## src/rtl/hc3_pkg.sv

```systemverilog
// hc3_pkg: shared types, constants and mod-26 helpers for the 3x3 hill cipher block
// no dependencies; imported by every other file in rtl

package hc3_pkg;

    localparam int DIM      = 3;
    localparam int MODULUS  = 26;
    localparam int LET_W    = 5;
    localparam int KEY_N    = DIM * DIM;
    localparam int KEY_W    = KEY_N * LET_W;
    localparam int QDEPTH   = 2;
    localparam int QPTR_W   = $clog2(QDEPTH);
    localparam int QCNT_W   = $clog2(QDEPTH + 1);
    localparam int DER_LAT  = 4;
    localparam int DCNT_W   = $clog2(DER_LAT + 1);
    localparam int PROD_W   = 2 * LET_W;
    localparam int COF_W    = PROD_W + 1;
    localparam int DET_W    = COF_W + LET_W + 2;
    localparam int SUM_W    = PROD_W + 2;
    localparam int RED_W    = 20;

    typedef logic [LET_W-1:0]       t_let;
    typedef t_let [KEY_N-1:0]       t_mat;
    typedef logic [PROD_W-1:0]      t_prod;
    typedef logic signed [COF_W-1:0] t_cof;

    typedef enum logic {
        OP_ENC = 1'b0,
        OP_DEC = 1'b1
    } t_op;

    typedef struct packed {
        t_op              op;
        t_let [DIM-1:0]   ltr;
    } t_item;

    typedef struct packed {
        logic ready;
        logic ok;
    } t_keyinfo;

    // signed value into 0..25; quotient by reciprocal, valid for |v| < 2**19
    function automatic t_let red26(input logic signed [RED_W-1:0] v);
        logic [RED_W-1:0]     a;
        logic [RED_W+14:0]    p;
        logic [RED_W-1:0]     q;
        logic [RED_W-1:0]     r;
        a = v[RED_W-1] ? RED_W'(-v) : RED_W'(v);
        p = a * 15'd20164;
        q = RED_W'(p >> 19);
        r = a - RED_W'(q * RED_W'(MODULUS));
        if (r >= RED_W'(MODULUS)) begin
            r = r - RED_W'(MODULUS);
        end
        if (v[RED_W-1] && (r != '0)) begin
            r = RED_W'(MODULUS) - r;
        end
        return r[LET_W-1:0];
    endfunction

    // multiplicative inverse mod 26, zero when none exists
    function automatic t_let inv26(input t_let d);
        t_let k;
        case (d)
            5'd1:    k = 5'd1;
            5'd3:    k = 5'd9;
            5'd5:    k = 5'd21;
            5'd7:    k = 5'd15;
            5'd9:    k = 5'd3;
            5'd11:   k = 5'd19;
            5'd15:   k = 5'd7;
            5'd17:   k = 5'd23;
            5'd19:   k = 5'd11;
            5'd21:   k = 5'd5;
            5'd23:   k = 5'd17;
            5'd25:   k = 5'd25;
            default: k = 5'd0;
        endcase
        return k;
    endfunction

endpackage

```

## src/rtl/hc3_if.sv

```systemverilog


interface hc3_out_if;
    import hc3_pkg::*;
    logic valid;
    logic ready;
    t_let out_a;
    t_let out_b;
    t_let out_c;
    logic status;

    modport source (output valid, out_a, out_b, out_c, status, input ready);
    modport sink   (input valid, out_a, out_b, out_c, status, output ready);
endinterface

```

## src/rtl/hc3_back.sv

```systemverilog
// hc3_back: matrix-vector multiply mod 26 with a registered result stage
// depends on hc3_pkg, hc3_if

module hc3_back (
    input  logic               i_clk,
    input  logic               i_rst_n,
    input  logic               i_q_valid,
    input  hc3_pkg::t_item     i_q_item,
    output logic               o_pop,
    input  hc3_pkg::t_mat      i_key,
    input  hc3_pkg::t_mat      i_inv,
    input  hc3_pkg::t_keyinfo  i_info,
    hc3_out_if.source          o_res
);
    import hc3_pkg::*;

    logic              w_en;
    t_mat              w_mat;
    logic              r_a_vld;
    logic              r_a_err;
    t_prod             r_a_prod [KEY_N];
    logic              r_o_vld;
    t_let              r_o_let [DIM];
    logic              r_o_err;
    logic [SUM_W-1:0]  n_sum [DIM];

    assign w_en  = !r_o_vld || o_res.ready;
    assign o_pop = w_en && i_q_valid && i_info.ready;
    assign w_mat = (i_q_item.op == OP_DEC) ? i_inv : i_key;

    always_comb begin
        for (int i = 0; i < DIM; i++) begin
            n_sum[i] = '0;
            for (int j = 0; j < DIM; j++) begin
                n_sum[i] = n_sum[i] + SUM_W'(r_a_prod[i*DIM+j]);
            end
        end
    end

    always_ff @(posedge i_clk) begin
        if (!i_rst_n) begin
            r_a_vld <= 1'b0;
            r_o_vld <= 1'b0;
        end else if (w_en) begin
            r_a_vld <= o_pop;
            r_o_vld <= r_a_vld;
        end
    end

    always_ff @(posedge i_clk) begin
        if (w_en) begin
            r_a_err <= (i_q_item.op == OP_DEC) && !i_info.ok;
            for (int i = 0; i < DIM; i++) begin
                for (int j = 0; j < DIM; j++) begin
                    r_a_prod[i*DIM+j] <= w_mat[i*DIM+j] * i_q_item.ltr[j];
                end
            end
            r_o_err <= r_a_err;
            for (int i = 0; i < DIM; i++) begin
                r_o_let[i] <= r_a_err ? '0 : red26(RED_W'(n_sum[i]));
            end
        end
    end

    assign o_res.valid  = r_o_vld;
    assign o_res.out_a  = r_o_let[0];
    assign o_res.out_b  = r_o_let[1];
    assign o_res.out_c  = r_o_let[2];
    assign o_res.status = r_o_err;

endmodule
```

## src/flat_wrapper.sv

```systemverilog
// flat-port wrapper written by rule: the top's interface ports become plain ports
module hc3_back_flat import hc3_pkg::*;
  (i_clk, i_rst_n, i_q_valid, i_q_item, o_pop, i_key, i_inv, i_info, o_res_valid, o_res_out_a, o_res_out_b, o_res_out_c, o_res_status, o_res_ready);
  hc3_out_if o_res_i ();
  input  logic i_clk;
  input  logic i_rst_n;
  input  logic i_q_valid;
  input  hc3_pkg::t_item i_q_item;
  output logic o_pop;
  input  hc3_pkg::t_mat i_key;
  input  hc3_pkg::t_mat i_inv;
  input  hc3_pkg::t_keyinfo i_info;
  output wire logic [$bits(o_res_i.valid)-1:0] o_res_valid;
  output wire logic [$bits(o_res_i.out_a)-1:0] o_res_out_a;
  output wire logic [$bits(o_res_i.out_b)-1:0] o_res_out_b;
  output wire logic [$bits(o_res_i.out_c)-1:0] o_res_out_c;
  output wire logic [$bits(o_res_i.status)-1:0] o_res_status;
  input wire logic [$bits(o_res_i.ready)-1:0] o_res_ready;
  assign o_res_valid = o_res_i.valid;
  assign o_res_out_a = o_res_i.out_a;
  assign o_res_out_b = o_res_i.out_b;
  assign o_res_out_c = o_res_i.out_c;
  assign o_res_status = o_res_i.status;
  assign o_res_i.ready = o_res_ready;
  hc3_back u_core (.i_clk(i_clk), .i_rst_n(i_rst_n), .i_q_valid(i_q_valid), .i_q_item(i_q_item), .o_pop(o_pop), .i_key(i_key), .i_inv(i_inv), .i_info(i_info), .o_res(o_res_i));
endmodule
```

## config.mk

```make
export PLATFORM = sky130hd
export DESIGN_NAME = hc3_back_flat
export DESIGN_NICKNAME = d
export VERILOG_FILES = /design/src/rtl/hc3_pkg.sv /design/src/rtl/hc3_if.sv /design/src/rtl/hc3_back.sv /design/src/flat_wrapper.sv
export SDC_FILE = /design/constraint.sdc
export NUM_CORES = 1
export LEC_CHECK = 0
export ABC_AREA = 1
export BUFFER_PORTS_ARGS = -buffer_cell sky130_fd_sc_hd__clkbuf_2
export CORE_AREA = 2 2 291 293
export DETAILED_ROUTE_END_ITERATION = 10
export DIE_AREA = 0 0 293 295
export PLACE_DENSITY = 0.52
export REMOVE_ABC_BUFFERS = 1
export SYNTH_ARGS = -nofsm -noshare
export SYNTH_HDL_FRONTEND = slang
export SYNTH_SLANG_ARGS = --single-unit
```

## constraint.sdc

```tcl
create_clock -name i_clk -period 12.5 [get_ports i_clk]
set_input_delay 2.5 -clock i_clk [delete_from_list [all_inputs] [get_ports i_clk]]
set_output_delay 2.5 -clock i_clk [all_outputs]
set_load 0.005 [all_outputs]
```

==> results of run 1 <==
cells in the mapped netlist, types with 2 or more instances:
| cell type | count |
|---|---|
| sky130_fd_sc_hd__inv_1 | 705 |
| sky130_fd_sc_hd__ha_1 | 537 |
| sky130_fd_sc_hd__nand2_1 | 508 |
| sky130_fd_sc_hd__nor2_1 | 267 |
| sky130_fd_sc_hd__fa_1 | 213 |
| sky130_fd_sc_hd__a21oi_1 | 161 |
| sky130_fd_sc_hd__edfxtp_1 | 107 |
| sky130_fd_sc_hd__nand3_1 | 96 |
| sky130_fd_sc_hd__xor2_1 | 81 |
| sky130_fd_sc_hd__xnor2_1 | 69 |
| sky130_fd_sc_hd__o21ai_0 | 67 |
| sky130_fd_sc_hd__or2_2 | 44 |
| sky130_fd_sc_hd__nand4_1 | 26 |
| sky130_fd_sc_hd__o21bai_1 | 24 |
| sky130_fd_sc_hd__nor3_1 | 21 |
| sky130_fd_sc_hd__inv_2 | 18 |
| sky130_fd_sc_hd__a31oi_1 | 17 |
| sky130_fd_sc_hd__a21o_1 | 15 |
| sky130_fd_sc_hd__clkbuf_1 | 15 |
| sky130_fd_sc_hd__mux2i_1 | 15 |
| sky130_fd_sc_hd__nand2_2 | 12 |
| sky130_fd_sc_hd__nand3_2 | 11 |
| sky130_fd_sc_hd__nand3b_1 | 8 |
| sky130_fd_sc_hd__o21a_1 | 8 |
| sky130_fd_sc_hd__clkinv_1 | 7 |
| sky130_fd_sc_hd__nor2_2 | 6 |
| sky130_fd_sc_hd__or2_1 | 5 |
| sky130_fd_sc_hd__a211oi_1 | 4 |
| sky130_fd_sc_hd__o211ai_1 | 4 |
| sky130_fd_sc_hd__o21ai_1 | 4 |
| sky130_fd_sc_hd__xor2_2 | 4 |
| sky130_fd_sc_hd__nand2_4 | 3 |
| sky130_fd_sc_hd__nor2_4 | 3 |
| sky130_fd_sc_hd__a21oi_2 | 2 |
| sky130_fd_sc_hd__a221oi_1 | 2 |
| sky130_fd_sc_hd__buf_2 | 2 |
| sky130_fd_sc_hd__dfxtp_1 | 2 |
| sky130_fd_sc_hd__nand3_4 | 2 |
| sky130_fd_sc_hd__o21ai_2 | 2 |
area by class of cell:
type	instances	area share [%]
timing repair buffer	137	2.61
clock buffer	9	0.833
clock inverter	7	0.315
sequential	109	12.0
tap	1080	5.00
antenna	2	0.0185
multi-input combinational	2249	69.0
inverter	730	10.1
logic make-up after synthesis:
group	share of synthesized area, %
flops	13.2
compound gates	7.16
mux	0.607
xor+xnor	5.58
fa+ha+maj	44.4
buf+inv	11.4
simple gates	17.7
how the worst min path moves through the flow:
stage | startpoint | end | cells after the start
3_5_place_dp | u_core.r_a_vld$_SDFFE_PN0N_ | u_core.r_a_vld$_SDFFE_PN0N_ | 2
5_1_grt | u_core.r_a_vld$_SDFFE_PN0N_ | u_core.r_a_vld$_SDFFE_PN0N_ | 2
3_3_place_gp | u_core.r_a_vld$_SDFFE_PN0N_ | u_core.o_res.valid$_SDFFE_PN0N_ | 2
4_1_cts | u_core.r_a_vld$_SDFFE_PN0N_ | u_core.r_a_vld$_SDFFE_PN0N_ | 2
6_report | u_core.r_a_vld$_SDFFE_PN0N_ | u_core.r_a_vld$_SDFFE_PN0N_ | 2
2_1_floorplan | u_core.r_a_vld$_SDFFE_PN0N_ | u_core.r_a_vld$_SDFFE_PN0N_ | 2
through the flow:
| step | util (%) | hold WS (ns) |
|---|---|---|
| floorplan | - | 0.440 |
| global placement | 32.1 | 0.453 |
| detailed placement | 32.1 | 0.454 |
| CTS | 32.5 | 0.469 |
| global route | 32.5 | 0.507 |
| finish | 32.5 | 0.466 |
worst min-delay path: cells and delay by family (launching register included):
kind	cells	cell delay [ns]
and+or+nand+nor	1	0.06
DFF	1	0.32
AOI/OAI and AO/OA	1	0.05
flip-flops by register name, indices dropped and copies added, names as in the netlist:
register	flops
u_core.o_res.valid	1
u_core.r_a_prod	90
u_core.o_res.status	1
u_core.r_o_let	15
u_core.r_a_err	1
u_core.r_a_vld	1
layer usage:
layer,vias to the layer above,global-route usage (%),share of wire (%)
met3,45,1.88,3.4
met2,218,23.0,45
li1,10102,-,-
met5,-,0,0.10
met1,8762,18.7,50
met4,10,2.55,1.5
==> results.yml, run 1 <==
cts:
  clock_path_buffers: 2
  clock_latency_of_the_later_clocked_register_in_the_worst_skew_pair_ns: 0.39
  postCtsSetupRepairBufs: 0
  numCtsBuffers: 9
  cts_resized: 0
  clock_sink_count: 109
  h_tree_depth: 3
  cts-root-buf: "sky130_fd_sc_hd__clkbuf_16"
  cts_tree: "done"
  hold_buffers: 0
  clk_transition_reported_paths_ns: 0.09
sta:
  timing.final.max_slew_violations: 0
  fin_worst_skew_ns: 0.0108
  grt_setup_unrepaired: "no"
  final_critical_path_setup_slack_ns: 1.90
  timing_hold_violations_final: 0
  tns_ns: 0
  final_period_minus_worst_setup_slack_ns: 10.60
  final_setup_vio_count: 0
  worst-slew-pin-transition_ns: 1.15
  fmax_mhz: 94.3
  max-slew-margin-rel_pct: 23.0
  final.period_utilization_pct: 84.8
grt:
  first_pass_grt_wire_length_mm: 95.5
  gr-usage-all-layers_pct: 13.6
  vias_in_the_first_global_route: 19294
  global_route.overflow_total: 0
  largest_net_degree_at_the_start_of_global_routing: 81
  grt_antenna_before_repair: 7
routing:
  drc_errors: 0
  route.detailed.vias_per_inst: 4.43
  avgRoutedWirePerCell_um: 13.2
  initialDrtViolationCount: 702
  final_antenna_net_count: 0
  vias: 19137
  drt_pass1_iterations: 7
  route.final.wire_length_mm: 57.0
floorplanning:
  fp-row-count: 106
  fp.dieArea_sq_mm: 0.0864
  dieWidth_um: 293
  top_level_ports: 130
  placeableCoreArea_sq_mm: 0.0832
  floorplan.initialDensity_pct: 29.7
  die_height_um: 295
cells_and_area:
  final_common_cell: "sky130_fd_sc_hd__inv_1"
  drive_above_1_share_pct: 8.08
  multiInputGateArea_sq_mm: 0.0187
  design_area_sq_mm: 0.0270
  most-common-layout-cells: "sky130_fd_sc_hd__inv_1, sky130_fd_sc_hd__ha_1, sky130_fd_sc_hd__nand2_1"
  net_count_reported_at_finish: 4098
  register_area_sq_mm: 0.00325
  fillers: 8819
  filler_free_cell_count_of_the_finished_design: 4323
  syn_to_final_growth_pct: 9.32
setup_path:
  startpoint: "u_core.r_a_prod[0][0]$_DFFE_PN_"
  reg2reg_to: "u_core.r_o_let[0][3]$_SDFFCE_PP0N_"
  data_required_critical_path_ns: 12.61
  critical-path-top-cell-by-count: "sky130_fd_sc_hd__nand2_1"
  worst_ep_arrival_ns: 10.71
  reg_to_reg_slack_setup_ns: 1.90
  worstSetupEndpointType: "flip-flop"
  cp_slowest_cell: "sky130_fd_sc_hd__xor2_1"
  critPathLaunchType: "flip-flop"
  worstSetupPathDepth: 50
  critPathBufInv: 9
  slowest_delay_ns: 0.77
  r2r-start: "u_core.r_a_prod[0][0]$_DFFE_PN_"
  largest_driver_fanout_on_the_critical_path: 6
  worstSetupEndpoint: "u_core.r_o_let[0][3]$_SDFFCE_PP0N_"
  timing.reg2reg.worst_path_depth: 50
  critical_path.top_delay_family: "adder cells"
  setup.worst_path.class: "reg2reg"
yosys:
  postSynthAreaPerCell_sq_um: 7.96
  synth_seq_cells: 109
  synth_cells: 3106
  netlist.area_leader.share_pct: 27.2
  synth_edf_count: 107
  syn-cell-area_sq_mm: 0.0247
  postSynth.asyncResetShare_pct: 0
  dominantRegCellSynth: "sky130_fd_sc_hd__edfxtp_1"
  synth_warnings: 0
  synth_seq_area_share_pct: 13.2
  synth_cell_types: 48
  netlist.top_cell.by_area: "sky130_fd_sc_hd__ha_1"
  ys_top_cells_by_area: "sky130_fd_sc_hd__ha_1, sky130_fd_sc_hd__fa_1, sky130_fd_sc_hd__edfxtp_1"
outcome:
  status: "finished clean"
place:
  detailedPlace.worstSlack_ns: 1.94
  portBuffers: 129
  dp.cells: 4305
  detailed_place_hpwl_mm: 50.5
  total_placed_instance_area_sq_mm: 0.0267
  place.gp.congestion: 0.857
min_path:
  min-delay-path-class: "reg2reg"
run:
  count_of_maximum_capacitance_violations: 0
Power of run 1 is left out: the tool's default activity adds up to more than one toggle a clock period on the data nets, which glitch-free logic cannot reach.
==> run 2: changes to the inputs <==
clock period = 10.2 ns   (was 12.5 ns; I/O delays follow)
==> run 2 against run 1 <==
  * Register-to-register slack lost 1.3 ns
  * First-iteration DRC count decreased by 4.0%
  * Count of clock-buffer cells in the layout did not move
  * Core utilization rose by 1.8 points
  * Worst hold slack better by 0.0013 ns
  * Setup slack worse by 1.3 ns
  * Critical path type unchanged
==> results.yml, run 2 (synthesis gave the netlist of run 1 again) <==
outcome:
  status: "finished clean"
sta:
  final_setup_vio_count: 0
  max-slew-margin-rel_pct: 24.2
  timing_hold_violations_final: 0
  fin_worst_skew_ns: 0.00872
  final_period_minus_worst_setup_slack_ns: 9.64
  worst-slew-pin-transition_ns: 1.13
  hold_slack_ns: 0.467
  fmax_mhz: 104
  final.period_utilization_pct: 94.5
  timing.final.max_slew_violations: 0
  final_critical_path_setup_slack_ns: 0.564
cts:
  hold_buffers: 0
  clock_sink_count: 109
  clock_path_buffers: 2
  cts_tree: "done"
  cts-root-buf: "sky130_fd_sc_hd__clkbuf_16"
  clk_transition_reported_paths_ns: 0.09
  numCtsBuffers: 9
  clock_latency_of_the_later_clocked_register_in_the_worst_skew_pair_ns: 0.39
  h_tree_depth: 3
cells_and_area:
  drive_above_1_share_pct: 14.9
  flip_flop_count_of_the_largest_register_all_copies_and_words_added: 90
  finish.utilization_pct: 34.3
  most-common-layout-cells: "sky130_fd_sc_hd__inv_1, sky130_fd_sc_hd__ha_1, sky130_fd_sc_hd__nand2_1"
  net_count_reported_at_finish: 4171
  final_common_cell: "sky130_fd_sc_hd__inv_1"
  largest-register: "u_core.r_a_prod"
  filler_free_cell_count_of_the_finished_design: 4396
  layout_top_registers: "u_core.r_a_prod: 90 flops, u_core.r_o_let: 15 flops"
  syn_to_final_growth_pct: 15.3
run:
  count_of_maximum_capacitance_violations: 0
setup_path:
  data_required_critical_path_ns: 10.32
  setup.worst_path.class: "reg2reg"
  slowest_delay_ns: 0.53
  worstSetupEndpointType: "flip-flop"
  critPathLaunchType: "flip-flop"
  critical-path-top-cell-by-count: "sky130_fd_sc_hd__inv_1"
  cp_slowest_cell: "sky130_fd_sc_hd__fa_1"
  largest_driver_fanout_on_the_critical_path: 6
  worst_ep_arrival_ns: 9.75
grt:
  vias_in_the_first_global_route: 19768
  largest_net_degree_at_the_start_of_global_routing: 59
  grt_antenna_before_repair: 5
  global_route.overflow_total: 0
  first_pass_grt_wire_length_mm: 96.3
  gr-usage-all-layers_pct: 13.8
routing:
  route.final.wire_length_mm: 58.0
  drt_pass1_iterations: 5
  vias: 19534
  avgRoutedWirePerCell_um: 13.2
  route.detailed.vias_per_inst: 4.44
  drc_errors: 0
  final_antenna_net_count: 0
  initialDrtViolationCount: 674
floorplanning:
  floorplan.initialDensity_pct: 29.7
  fp.dieArea_sq_mm: 0.0864
  die_height_um: 295
  top_level_ports: 130
  placeableCoreArea_sq_mm: 0.0832
  dieWidth_um: 293
  fp-row-count: 106
place:
  detailed_place_hpwl_mm: 51.0
  portBuffers: 129
  detailedPlace.worstSlack_ns: -0.0965
  dp.cells: 4346
  place.gp.congestion: 0.851
min_path:
  min-delay-path-class: "reg2reg"
## run 2: per-layer routing
metal,wire length [um],track usage [%],up-vias
met3,1790,1.76,50
met4,803,2.41,8
met5,47,0,-
li1,-,-,10231
met1,28900,18.7,8974
met2,26500,23.6,271
## run 2: cell type report
class,count,area [sq um]
Tap cell,1080,1350
Inverter,730,2750
Multi-Input combinational cell,2249,19600
Clock buffer,9,225
Fill cell,8689,54600
Timing Repair Buffer,210,1260
Antenna cell,2,5.00
Clock inverter,7,82.6
Sequential cell,109,3250
## run 2: per-stage QoR
step           instance area (sq um)  TNS [ns]
5_1_grt                        28500    -0.285
2_1_floorplan                  24700         0
6_report                       28500         0
3_5_place_dp                   27000    -0.485
3_3_place_gp                   27000    -0.167
4_1_cts                        27400         0
## run 2: repair_timing
item	4_1_cts	5_1_grt
buffers inserted	1	31
endpoints found under the setup margin	8	12
pin swaps	0	79
resized for setup	7	175
## run 2: worst paths after layout
path | startpoint | to | slack (ns) | cells past startpoint
max | u_core.r_a_prod[0][30]$_DFFE_PN_ | u_core.r_o_let[0][8]$_SDFFCE_PP0N_ | 0.56 | 52
min reg2reg | u_core.r_a_vld$_SDFFE_PN0N_ | u_core.r_a_vld$_SDFFE_PN0N_ | 0.47 | 2
min | u_core.r_a_vld$_SDFFE_PN0N_ | u_core.r_a_vld$_SDFFE_PN0N_ | 0.47 | 2
max reg2reg | u_core.r_a_prod[0][30]$_DFFE_PN_ | u_core.r_o_let[0][8]$_SDFFCE_PP0N_ | 0.56 | 52
## run 2: critical path, delay by kind of cell (launching register included)
family          cells  cell delay [ns]
compound gates      8             1.28
xor+xnor            4             0.75
fa+ha+maj          13             4.73
buf+inv            11             0.83
flops               1             0.34
simple gates       16             1.43
Power of run 2 is left out for the same reason.
==> run 3: changes to the inputs <==
MAX_ROUTING_LAYER = met4   (was unset)
==> run 3 against run 2 <==
  * Setup slack better by 0.040 ns
  * Die area stayed put
  * Count of clock-buffer cells in the layout stayed put
  * Worst hold slack worse by 0.0030 ns
  * Clock skew is 0.0057 ns higher
  * Non-clock buffer count is 14 lower
  * Global-route usage is 0.34 points higher
  * Critical path type unchanged
==> results.yml, run 3 (synthesis gave the netlist of run 1 again) <==
grt:
  grt_antenna_before_repair: 5
  globalRouteMet2Util_pct: 23.0
  grt_util_met1_pct: 19.0
  gr-usage-all-layers_pct: 14.1
  largest_net_degree_at_the_start_of_global_routing: 57
  top_usage_layer: "met2"
  vias_in_the_first_global_route: 19401
  gr-usage-met3_pct: 1.92
  global_route.overflow_total: 0
  first_pass_grt_wire_length_mm: 95.7
cts:
  h_tree_depth: 3
  cts_tree: "done"
  clk_transition_reported_paths_ns: 0.10
  clock_latency_of_the_later_clocked_register_in_the_worst_skew_pair_ns: 0.40
  hold_buffers: 0
  cts-root-buf: "sky130_fd_sc_hd__clkbuf_16"
  numCtsBuffers: 9
  clock_path_buffers: 2
  clock_sink_count: 109
floorplanning:
  placeableCoreArea_sq_mm: 0.0832
  die_height_um: 295
  fp.dieArea_sq_mm: 0.0864
  floorplan.initialDensity_pct: 29.7
  top_level_ports: 130
  dieWidth_um: 293
  fp-row-count: 106
setup_path:
  worst_ep_arrival_ns: 9.73
  largest_driver_fanout_on_the_critical_path: 6
  data_required_critical_path_ns: 10.33
  setup.worst_path.class: "reg2reg"
  critPathLaunchType: "flip-flop"
  cp_slowest_cell: "sky130_fd_sc_hd__fa_2"
  critical-path-top-cell-by-count: "sky130_fd_sc_hd__nand2_1"
  slowest_delay_ns: 0.57
  worstSetupEndpointType: "flip-flop"
routing:
  route.detailed.vias_per_inst: 4.43
  drc_errors: 0
  vias: 19414
  drt_pass1_iterations: 5
  avgRoutedWirePerCell_um: 13.3
  route.final.wire_length_mm: 58.3
  initialDrtViolationCount: 669
  final_antenna_net_count: 0
place:
  place.gp.congestion: 0.858
  detailed_place_hpwl_mm: 50.9
  portBuffers: 129
  detailedPlace.worstSlack_ns: -0.0739
cells_and_area:
  flip_flop_count_of_the_largest_register_all_copies_and_words_added: 90
  syn_to_final_growth_pct: 15.2
  largest-register: "u_core.r_a_prod"
  final_common_cell: "sky130_fd_sc_hd__inv_1"
  net_count_reported_at_finish: 4157
  drive_above_1_share_pct: 14.4
  layout_top_registers: "u_core.r_a_prod: 90 flops, u_core.r_o_let: 15 flops"
  finish.utilization_pct: 34.2
  most-common-layout-cells: "sky130_fd_sc_hd__inv_1, sky130_fd_sc_hd__ha_1, sky130_fd_sc_hd__nand2_1"
min_path:
  min-delay-path-class: "reg2reg"
sta:
  final.period_utilization_pct: 94.1
  timing.final.max_slew_violations: 0
  max-slew-margin-rel_pct: 27.3
  final_setup_vio_count: 0
  fin_worst_skew_ns: 0.0144
  final_critical_path_setup_slack_ns: 0.605
  worst-slew-pin-transition_ns: 1.08
  timing_hold_violations_final: 0
  fmax_mhz: 104
  final_period_minus_worst_setup_slack_ns: 9.60
run:
  count_of_maximum_capacitance_violations: 0
outcome:
  status: "finished clean"
[run 3: changes by cell type in the layout (fill, tap and decap cells not counted), moves of 4 or more]
cell / before / now
sky130_fd_sc_hd__ha_1: 500 / 496
sky130_fd_sc_hd__a21oi_2: 26 / 21
sky130_fd_sc_hd__buf_4: 80 / 65
sky130_fd_sc_hd__a21oi_1: 134 / 138
[run 3: final cells by class]
type                       instances  area, sq um
timing repair buffer             196         1160
inverter                         730         2750
fill                            8714        54700
tap                             1080         1350
antenna                            5         12.5
clock inverter                     7         93.8
sequential                       109         3250
multi-input combinational       2249        19600
clock buffer                       9          225
[run 3: path summary, 6_finish.rpt]
check / start / endpoint / slack [ns] / cells after the start
max: u_core.r_a_prod[0][2]$_DFFE_PN_ / u_core.r_o_let[0][4]$_SDFFCE_PP0N_ / 0.60 / 51
min reg2reg: u_core.r_a_vld$_SDFFE_PN0N_ / u_core.r_a_vld$_SDFFE_PN0N_ / 0.46 / 2
min: u_core.r_a_vld$_SDFFE_PN0N_ / u_core.r_a_vld$_SDFFE_PN0N_ / 0.46 / 2
max reg2reg: u_core.r_a_prod[0][2]$_DFFE_PN_ / u_core.r_o_let[0][4]$_SDFFCE_PP0N_ / 0.60 / 51
[run 3: stage by stage]
step | setup TNS, ns | cells | instance area [sq um] | hold slack (ns)
2_1_floorplan | 0 | 3088 | 24700 | 0.440
3_3_place_gp | -0.0603 | 4338 | 27000 | 0.454
3_5_place_dp | -0.256 | 4338 | 27000 | 0.459
4_1_cts | 0 | 4354 | 27300 | 0.474
5_1_grt | -0.511 | 4385 | 28500 | 0.495
6_report | 0 | 4385 | 28500 | 0.464
[run 3: routing by layer]
layer / wire length [um] / part of all wire, % / up-vias
met1: 29500 / 51 / 8937
met5: 0 / 0 / -
met3: 1780 / 3.1 / 34
met4: 715 / 1.2 / 0
met2: 26300 / 45 / 221
li1: - / - / 10222
[run 3: critical path: cells and delay by family, from the launching register on]
kind	cells	cell delay [ns]
flip-flops	1	0.43
buffers and inverters	10	0.81
AND/OR/NAND/NOR	18	1.59
XOR/XNOR	3	0.53
AO/OA/AOI/OAI	8	1.41
adder cells (fa/ha/maj)	12	4.56
[run 3: timing repair]
| item | 4_1_cts | 5_1_grt |
|---|---|---|
| setup endpoints to repair | 8 | 12 |
| endpoints found under the hold margin | 0 | 0 |
| pin swaps | 0 | 80 |
| buffers inserted | 0 | 26 |
| gates resized for setup | 7 | 175 |
Power of run 3 is left out for the same reason.
